<file path="config.mk">
export PLATFORM = sky130hd
export DESIGN_NAME = memory_card_frame_transfer_sequencer_core
export DESIGN_NICKNAME = d
export VERILOG_FILES = /design/src/mcfts_pkg.sv /design/src/mcfts_in_stage.sv /design/src/mcfts_slot_engine.sv /design/src/mcfts_out_stage.sv /design/src/memory_card_frame_transfer_sequencer_core.sv
export SDC_FILE = /design/constraint.sdc
export NUM_CORES = 1
export LEC_CHECK = 0
export ABC_AREA = 1
export BUFFER_PORTS_ARGS = -buffer_cell sky130_fd_sc_hd__buf_4
export CAP_MARGIN = 5
export CORE_MARGIN = 8
export CORE_UTILIZATION = 45
export CTS_CLUSTER_DIAMETER = 50
export DETAILED_ROUTE_END_ITERATION = 7
export MAX_ROUTING_LAYER = met4
export PLACE_DENSITY = 0.67
export SETUP_SLACK_MARGIN = 0.3
export SYNTH_ARGS = -nofsm -noshare
export SYNTH_HDL_FRONTEND = slang
export SYNTH_SLANG_ARGS = --single-unit
</file>
<file path="constraint.sdc">
create_clock -name clk -period 4.7 [get_ports clk]
set_input_delay 0.94 -clock clk [delete_from_list [all_inputs] [get_ports clk]]
set_output_delay 0.94 -clock clk [all_outputs]
set_load 0.005 [all_outputs]
</file>
<file path="src/mcfts_pkg.sv">
package mcfts_pkg;

  localparam int FRAME_BYTES = 128;

  // Command codes on the input word.
  localparam logic [1:0] CMD_READ  = 2'd0;
  localparam logic [1:0] CMD_WRITE = 2'd1;
  localparam logic [1:0] CMD_XFER  = 2'd2;

  // Read result codes.
  localparam logic [1:0] RES_OK   = 2'd0;
  localparam logic [1:0] RES_CSUM = 2'd1;
  localparam logic [1:0] RES_END  = 2'd2;

  // Protocol bytes.
  localparam logic [7:0] BYTE_ACCESS = 8'h81;
  localparam logic [7:0] BYTE_READ   = 8'h52;
  localparam logic [7:0] BYTE_WRITE  = 8'h57;
  localparam logic [7:0] BYTE_END_OK = 8'h47;

  // Slot numbers; slot 0 carries the access byte.
  localparam logic [7:0] SLOT_CMD      = 8'd1;
  localparam logic [7:0] SLOT_HDR0     = 8'd2;
  localparam logic [7:0] SLOT_HDR1     = 8'd3;
  localparam logic [7:0] SLOT_ADDR_HI  = 8'd4;
  localparam logic [7:0] SLOT_ADDR_LO  = 8'd5;
  localparam logic [7:0] SLOT_ECHO_HI  = 8'd8;
  localparam logic [7:0] SLOT_ECHO_LO  = 8'd9;
  localparam logic [7:0] RD_DATA0      = 8'd10;
  localparam logic [7:0] RD_CHECK      = RD_DATA0 + 8'(FRAME_BYTES);
  localparam logic [7:0] RD_LAST       = RD_CHECK + 8'd1;
  localparam logic [7:0] WR_DATA0      = 8'd6;
  localparam logic [7:0] WR_CHECK      = WR_DATA0 + 8'(FRAME_BYTES);
  localparam logic [7:0] WR_STAT1      = WR_CHECK + 8'd1;
  localparam logic [7:0] WR_LAST       = WR_STAT1 + 8'd1;

  typedef enum logic [1:0] {
    MODE_IDLE  = 2'd0,
    MODE_READ  = 2'd1,
    MODE_WRITE = 2'd2
  } mode_t;

  typedef struct packed {
    logic [1:0] cmd;
    logic [9:0] frame_address;
    logic [7:0] write_byte;
    logic [7:0] rx_byte;
  } item_t;

  typedef struct packed {
    logic        tx_valid;
    logic [7:0]  tx_byte;
    logic        tx_wait_ack;
    logic        data_valid;
    logic [7:0]  data_byte;
    logic [6:0]  data_index;
    logic        done_res;
    logic [1:0]  result_code;
    logic        echo_mismatch;
    logic [15:0] write_status;
  } result_t;

endpackage

</file>
<file path="src/mcfts_in_stage.sv">
module mcfts_in_stage (
  input  logic             clk,
  input  logic             rst,
  input  logic             in_valid,
  output logic             in_stall,
  input  mcfts_pkg::item_t in_item,
  input  logic             advance,
  output logic             full,
  output mcfts_pkg::item_t item
);
  import mcfts_pkg::*;

  logic take;

  assign in_stall = full && !advance;
  assign take     = in_valid && !in_stall;

  always_ff @(posedge clk) begin
    if (rst) begin
      full <= 1'b0;
    end else begin
      full <= take || (full && !advance);
    end
  end

  always_ff @(posedge clk) begin
    if (take) begin
      item <= in_item;
    end
  end

endmodule

</file>
<file path="src/mcfts_slot_engine.sv">
module mcfts_slot_engine (
  input  logic               clk,
  input  logic               rst,
  input  logic               fire,
  input  mcfts_pkg::item_t   item,
  output mcfts_pkg::result_t res
);
  import mcfts_pkg::*;

  mode_t      mode;
  mode_t      mode_next;
  logic [7:0] slot_count;
  logic [7:0] slot_count_next;
  logic [9:0] latched_address;
  logic [9:0] latched_address_next;
  logic [7:0] running_xor;
  logic [7:0] running_xor_next;
  logic [7:0] received_check;
  logic [7:0] received_check_next;
  logic       echo_bad;
  logic       echo_bad_next;
  logic [7:0] first_status;
  logic [7:0] first_status_next;

  logic       start;
  logic       step;
  logic       fin;
  logic [7:0] last_slot;
  logic [7:0] ns;
  logic [7:0] addr_hi;
  logic [7:0] addr_lo;
  logic [7:0] rd_offset;

  assign start     = (item.cmd == CMD_READ) || (item.cmd == CMD_WRITE);
  assign step      = (item.cmd == CMD_XFER) && (mode != MODE_IDLE);
  assign last_slot = (mode == MODE_READ) ? RD_LAST : WR_LAST;
  assign fin       = slot_count >= last_slot;
  assign ns        = slot_count + 8'd1;
  assign addr_hi   = {6'd0, latched_address[9:8]};
  assign addr_lo   = latched_address[7:0];
  assign rd_offset = slot_count - RD_DATA0;

  always_comb begin
    mode_next = mode;
    if (start) begin
      mode_next = (item.cmd == CMD_READ) ? MODE_READ : MODE_WRITE;
    end else if (step && fin) begin
      mode_next = MODE_IDLE;
    end
  end

  always_comb begin
    res                  = '0;
    slot_count_next      = slot_count;
    latched_address_next = latched_address;
    running_xor_next     = running_xor;
    received_check_next  = received_check;
    echo_bad_next        = echo_bad;
    first_status_next    = first_status;

    if (start) begin
      latched_address_next = item.frame_address;
      slot_count_next      = '0;
      running_xor_next     = {6'd0, item.frame_address[9:8]} ^ item.frame_address[7:0];
      received_check_next  = '0;
      echo_bad_next        = 1'b0;
      first_status_next    = '0;
      res.tx_valid         = 1'b1;
      res.tx_byte          = BYTE_ACCESS;
      res.tx_wait_ack      = 1'b1;
    end else if (step) begin
      if (mode == MODE_READ) begin
        if ((slot_count == SLOT_ECHO_HI && item.rx_byte != addr_hi) ||
            (slot_count == SLOT_ECHO_LO && item.rx_byte != addr_lo)) begin
          echo_bad_next = 1'b1;
        end
        if (slot_count >= RD_DATA0 && slot_count < RD_CHECK) begin
          running_xor_next = running_xor ^ item.rx_byte;
          res.data_valid   = 1'b1;
          res.data_byte    = item.rx_byte;
          res.data_index   = rd_offset[6:0];
        end
        if (slot_count == RD_CHECK) begin
          received_check_next = item.rx_byte;
        end
        if (fin) begin
          if (received_check != running_xor) begin
            res.result_code = RES_CSUM;
          end else if (item.rx_byte != BYTE_END_OK) begin
            res.result_code = RES_END;
          end else begin
            res.result_code = RES_OK;
          end
        end
        res.echo_mismatch = echo_bad_next;
      end else begin
        if (slot_count == WR_STAT1) begin
          first_status_next = item.rx_byte;
        end
        if (fin) begin
          res.write_status = {first_status, item.rx_byte};
        end
      end

      if (fin) begin
        res.done_res    = 1'b1;
        slot_count_next = '0;
      end else begin
        slot_count_next = ns;
        res.tx_valid    = 1'b1;
        res.tx_wait_ack = (ns != last_slot);
        case (ns)
          SLOT_CMD:     res.tx_byte = (mode == MODE_READ) ? BYTE_READ : BYTE_WRITE;
          SLOT_HDR0:    res.tx_byte = 8'h00;
          SLOT_HDR1:    res.tx_byte = 8'h00;
          SLOT_ADDR_HI: res.tx_byte = addr_hi;
          SLOT_ADDR_LO: res.tx_byte = addr_lo;
          default: begin
            // Write data is folded into the checksum as it goes out.
            if (mode == MODE_WRITE && ns >= WR_DATA0 && ns < WR_CHECK) begin
              res.tx_byte      = item.write_byte;
              running_xor_next = running_xor ^ item.write_byte;
            end else if (mode == MODE_WRITE && ns == WR_CHECK) begin
              res.tx_byte = running_xor;
            end else begin
              res.tx_byte = 8'h00;
            end
          end
        endcase
      end
    end
  end

  always_ff @(posedge clk) begin
    if (rst) begin
      mode            <= MODE_IDLE;
      slot_count      <= '0;
      latched_address <= '0;
      running_xor     <= '0;
      received_check  <= '0;
      echo_bad        <= 1'b0;
      first_status    <= '0;
    end else if (fire) begin
      mode            <= mode_next;
      slot_count      <= slot_count_next;
      latched_address <= latched_address_next;
      running_xor     <= running_xor_next;
      received_check  <= received_check_next;
      echo_bad        <= echo_bad_next;
      first_status    <= first_status_next;
    end
  end

  a_done_goes_idle: assert property (@(posedge clk) disable iff (rst)
    fire && res.done_res |=> mode == MODE_IDLE && slot_count == 8'd0)
    else $error("transfer did not return to idle after its final slot");

  a_slot_in_range: assert property (@(posedge clk) disable iff (rst)
    (mode == MODE_READ && slot_count <= RD_LAST) ||
    (mode == MODE_WRITE && slot_count <= WR_LAST) ||
    (mode == MODE_IDLE && slot_count == 8'd0))
    else $error("slot counter outside the transfer");

  a_slot_advances: assert property (@(posedge clk) disable iff (rst)
    fire && step && !start && !fin |=> slot_count == $past(slot_count) + 8'd1)
    else $error("slot counter did not advance on a completed word");

  a_start_clears: assert property (@(posedge clk) disable iff (rst)
    fire && start |=> slot_count == 8'd0 && !echo_bad && mode != MODE_IDLE)
    else $error("start command did not open a fresh transfer");

endmodule

</file>
<file path="src/mcfts_out_stage.sv">
module mcfts_out_stage (
  input  logic               clk,
  input  logic               rst,
  input  logic               load,
  input  mcfts_pkg::result_t res_in,
  input  logic               out_stall,
  output logic               out_valid,
  output mcfts_pkg::result_t res
);
  import mcfts_pkg::*;

  always_ff @(posedge clk) begin
    if (rst) begin
      out_valid <= 1'b0;
    end else begin
      out_valid <= load || (out_valid && out_stall);
    end
  end

  always_ff @(posedge clk) begin
    if (load) begin
      res <= res_in;
    end
  end

endmodule

</file>
<file path="src/memory_card_frame_transfer_sequencer_core.sv">
// Host-side sequencer for one memory card frame read or write.
// Input words: cmd selects start read, start write or a completed byte
// exchange; frame_address is latched on a start, write_byte is the data
// to send when the next slot carries write data, rx_byte is what the card
// returned in the slot just completed.
// Each input word yields exactly one output word: the next byte to send
// (tx_valid, tx_byte, tx_wait_ack), any read data byte with its index, and
// on the final slot done_res with result_code, echo_mismatch or
// write_status.
// A word accepted into the input register is stepped through the slot
// logic and loaded into the output register once the output is not
// stalled, and its result is shown from there on. One word is accepted
// every cycle while the receiver does not stall; the slot state lives in
// a single register bank that updates as each word moves to the output
// register.
// When the receiver stalls, the output word holds; one more word may be
// taken into the input register, after which in_stall rises.
// Synchronous reset empties both registers and returns the sequencer to
// idle with all slot state cleared.
module memory_card_frame_transfer_sequencer_core (
  input  logic        clk,
  input  logic        rst,
  input  logic        in_valid,
  output logic        in_stall,
  input  logic [1:0]  cmd,
  input  logic [9:0]  frame_address,
  input  logic [7:0]  write_byte,
  input  logic [7:0]  rx_byte,
  output logic        out_valid,
  input  logic        out_stall,
  output logic        tx_valid,
  output logic [7:0]  tx_byte,
  output logic        tx_wait_ack,
  output logic        data_valid,
  output logic [7:0]  data_byte,
  output logic [6:0]  data_index,
  output logic        done_res,
  output logic [1:0]  result_code,
  output logic        echo_mismatch,
  output logic [15:0] write_status
);
  import mcfts_pkg::*;

  item_t   in_item;
  item_t   item;
  logic    in_full;
  logic    advance;
  result_t step_res;
  result_t res;

  assign in_item.cmd           = cmd;
  assign in_item.frame_address = frame_address;
  assign in_item.write_byte    = write_byte;
  assign in_item.rx_byte       = rx_byte;

  assign advance = in_full && !(out_valid && out_stall);

  mcfts_in_stage u_in (
    .clk      (clk),
    .rst      (rst),
    .in_valid (in_valid),
    .in_stall (in_stall),
    .in_item  (in_item),
    .advance  (advance),
    .full     (in_full),
    .item     (item)
  );

  mcfts_slot_engine u_engine (
    .clk  (clk),
    .rst  (rst),
    .fire (advance),
    .item (item),
    .res  (step_res)
  );

  mcfts_out_stage u_out (
    .clk       (clk),
    .rst       (rst),
    .load      (advance),
    .res_in    (step_res),
    .out_stall (out_stall),
    .out_valid (out_valid),
    .res       (res)
  );

  assign tx_valid      = res.tx_valid;
  assign tx_byte       = res.tx_byte;
  assign tx_wait_ack   = res.tx_wait_ack;
  assign data_valid    = res.data_valid;
  assign data_byte     = res.data_byte;
  assign data_index    = res.data_index;
  assign done_res      = res.done_res;
  assign result_code   = res.result_code;
  assign echo_mismatch = res.echo_mismatch;
  assign write_status  = res.write_status;

endmodule
</file>
==> key figures <==
Power and ir drop
  – Worst vdd ir: 0.000238 V
  – PD cells: 377 nW/um^2
  – Leak pwr: 2.85 nW
  – Power Total: 2.71 mW

CTS
  – H-Tree Depth: 4
  – Root Driver: clkbuf_16
  – Inserted Clock Buffers: 17
  – # hold bufs at CTS: 0
  – Post-CTS Resized: 0
  – Clk buf depth: 2
  – Clock latency on the worst-skew pair: 0.42 ns
  – CTS Sinks: 121
  – CTS clk-pin slew, worst paths: 0.06 ns
  – TritonCTS clock tree: done
  – Postcts setup bufs: 0

Hold path
  – Worst Min Path Start: u_engine.first_status[0]
  – Hold Path Class: reg -> reg
  – Hold path endpoint: u_engine.first_status[0]
  – Hold depth: 2

Placement
  – # port buffers: 79
  – DP Cell Count: 882
  – Routability Congestion: 0.928
  – HPWL after detailed placement: 11500 um

Timing
  – Fmax: 317 MHz
  – Slew Viols, Final: 0
  – Tmin final: 3.16 ns
  – Setup violators final: 0
  – Least-Margin Pin Slew: 1.08 ns
  – Final-report hold violation count: 0
  – Slew headroom: 28.0%
  – Final Skew: 0.00842 ns
  – RSZ-0062 raised after global routing: false
  – Fin Setup TNS: 0 ns
  – Tcrit/Tclk final: 67.2%

Die
  – Die width: 130 um
  – Core Box Area: 12700 um^2
  – # rows: 41
  – Die area: 16900 um^2
  – Initial core utilization: 46.2%
  – Die Height: 130 um
  – I/O pin count: 80

Critical path
  – Top Family by Delay on Critical Path: buffers and inverters
  – FF-to-FF setup slack: 1.54 ns
  – Arrival time of the worst setup path: 3.46 ns
  – CP dominant cell by count: inv_1
  – CP max stage delay: 0.67 ns
  – R2R Path Start: u_in.item[27]
  – CP startpoint kind: flip-flop
  – Crit-path cells: inv_1, nor3_1, inv_1, nor2_2, nor2_2, inv_1, o21ai_0, a21oi_2
  – Reg-to-Reg End: u_engine.running_xor[4]
  – CP endpoint kind: flip-flop
  – Critical path peak fanout: 21
  – Bufs and invs on worst path: 3
  – CP max-delay cell: edfxtp_1
  – Required @ worst endpoint: 5.00 ns
  – Worst r2r path cells: 8
  – Critical path class: reg -> reg

Global routing
  – First-pass GRT wire length: 24700 um
  – Initial antenna violation count: 0
  – Vias in the first global route: 4737
  – All-Layer GR Usage: 20.1%
  – Largest net degree at the start of global routing: 47
  – Gr ovfl total: 0

Status
  – Outcome: completed

Layout
  – Ant diodes: 0
  – Area delta synth->final: 22.8%
  – Fin cells: 914
  – Most common cell after layout, fill and taps aside: nor2_1
  – Leading cell types in the layout, fill and taps excluded: nor2_1, nand2_1, buf_4
  – Fin nets: 771
  – Share of cells above drive strength 1: 18.7%

Logic synthesis
  – Synth Area in Compound Gates: 12.3%
  – Syn avg cell area: 9.03 um^2
  – Yosys top cell by area: edfxtp_1
  – Sequential element share of the synthesized area: 54.1%
  – Adder-Cell Fraction of Synth Area: 2.14%
  – Largest family of logic cells by synthesized area: simple AND/OR/NAND/NOR gates
  – Synth Register Bits: 121
  – Synth Warn #: 0
  – Mux contribution to synthesized area: 0%
  – Mapped Nets: 690
  – Ys async rst share: 0%
  – Largest cells by area after synthesis: edfxtp_1, dfxtp_1, nor2_1
  – Xor/xnor share of the synthesized area: 4.32%
  – Yosys cell types: 41
  – Synth Flop Type: edfxtp_1
  – Post-synthesis simple-gate area fraction: 20.4%
  – Cells after Synth: 648
  – Post-synth EDFFs: 74
  – Synth top area share: 38.0%
  – Syn Std Cell Area: 5850 um^2

Routing
  – DRC errors left: 0
  – DRT Pass-1 Iters: 5
  – Post-route ant nets: 0
  – Routed vias: 4816
  – Wire per inst: 17.2 um
  – Initial DRC Count: 443
  – Routed Wire Length: 15700 um
  – Vias per cell: 5.27

Run
  – Maxcap violations: 0
-- worst register-to-register path, delay by kind of cell, from the launching register on --
| kind | cells | cell delay, ns |
|---|---|---|
| buffers and inverters | 3 | 1.15 |
| AND/OR/NAND/NOR | 3 | 0.84 |
| flip-flops | 1 | 0.67 |
| AO/OA/AOI/OAI | 2 | 0.37 |
-- area by class of cell --
| type | instances | area (um^2) |
|---|---|---|
| fill | 1130 | 5490 |
| sequential | 121 | 3160 |
| multi-input combinational | 432 | 2300 |
| timing repair buffer | 80 | 601 |
| clock buffer | 20 | 437 |
| inverter | 77 | 289 |
| tap | 172 | 215 |
| clock inverter | 12 | 175 |
-- kinds of logic (layout without fill, tap and decap cells) --
group	Yosys count	in the layout
AO/OA/AOI/OAI	130	130
XOR/XNOR	28	28
adder cells (fa/ha/maj)	10	10
AND/OR/NAND/NOR	264	264
buffers and inverters	95	189
flip-flops	121	121
-- registers in the layout (all words and copies together) (netlist names) --
register                  count
u_out.out_valid               1
u_engine.latched_address     10
u_engine.first_status         8
u_engine.mode                 2
u_out.res                    46
u_engine.echo_bad             1
u_engine.slot_count           8
u_engine.running_xor          8
u_in.full                     1
u_in.item                    28
u_engine.received_check       8
-- power by group --
group / internal, mW / switching, mW
combinational: 0.0646 / 0.0965
clock: 0.884 / 0.456
sequential: 1.17 / 0.0358
-- layer usage --
metal  up-vias  track usage (%)  routed length, um
met5         -                -                  0
met3        40             5.39               1140
met4         0             10.5                549
met1      2225             23.5               6710
li1       2352                -                  -
met2       199             31.3               7280
-- Yosys cell counts (all sizes together), types with 4 or more instances --
library cell  count
edfxtp           74
xnor2            10
o21ai            56
nand3            30
buf               7
ha               10
xor2             18
dfxtp            47
o211ai            4
nand4            15
a21oi            55
nor2            114
nor3             11
clkbuf           11
nand2            89
inv              76
-- worst max-delay path by stage --
stage,start,to,slack (ns),cells past startpoint
global placement,u_in.item[27],u_engine.running_xor[5],1.71,8
detailed placement,u_in.item[27],u_engine.running_xor[2],1.60,8
CTS,u_in.item[27],u_engine.running_xor[5],1.55,8
global route,u_in.item[27],u_engine.running_xor[5],1.38,8
finish,u_in.item[27],u_engine.running_xor[4],1.54,8
floorplan,out_stall,u_engine.received_check[1],1.10,11
-- metrics by stage --
step / utilization [%] / hold WS, ns / instance area, um^2 / setup slack [ns]
4_1_cts: 56.7 / 0.473 / 7180 / 1.55
3_3_place_gp: 51.9 / 0.454 / 6570 / 1.71
5_1_grt: 56.7 / 0.483 / 7180 / 1.38
2_1_floorplan: - / 0.441 / 5850 / 1.10
3_5_place_dp: 51.9 / 0.462 / 6570 / 1.60
6_report: 56.7 / 0.468 / 7180 / 1.54
(Power assumes the default switching activity.)
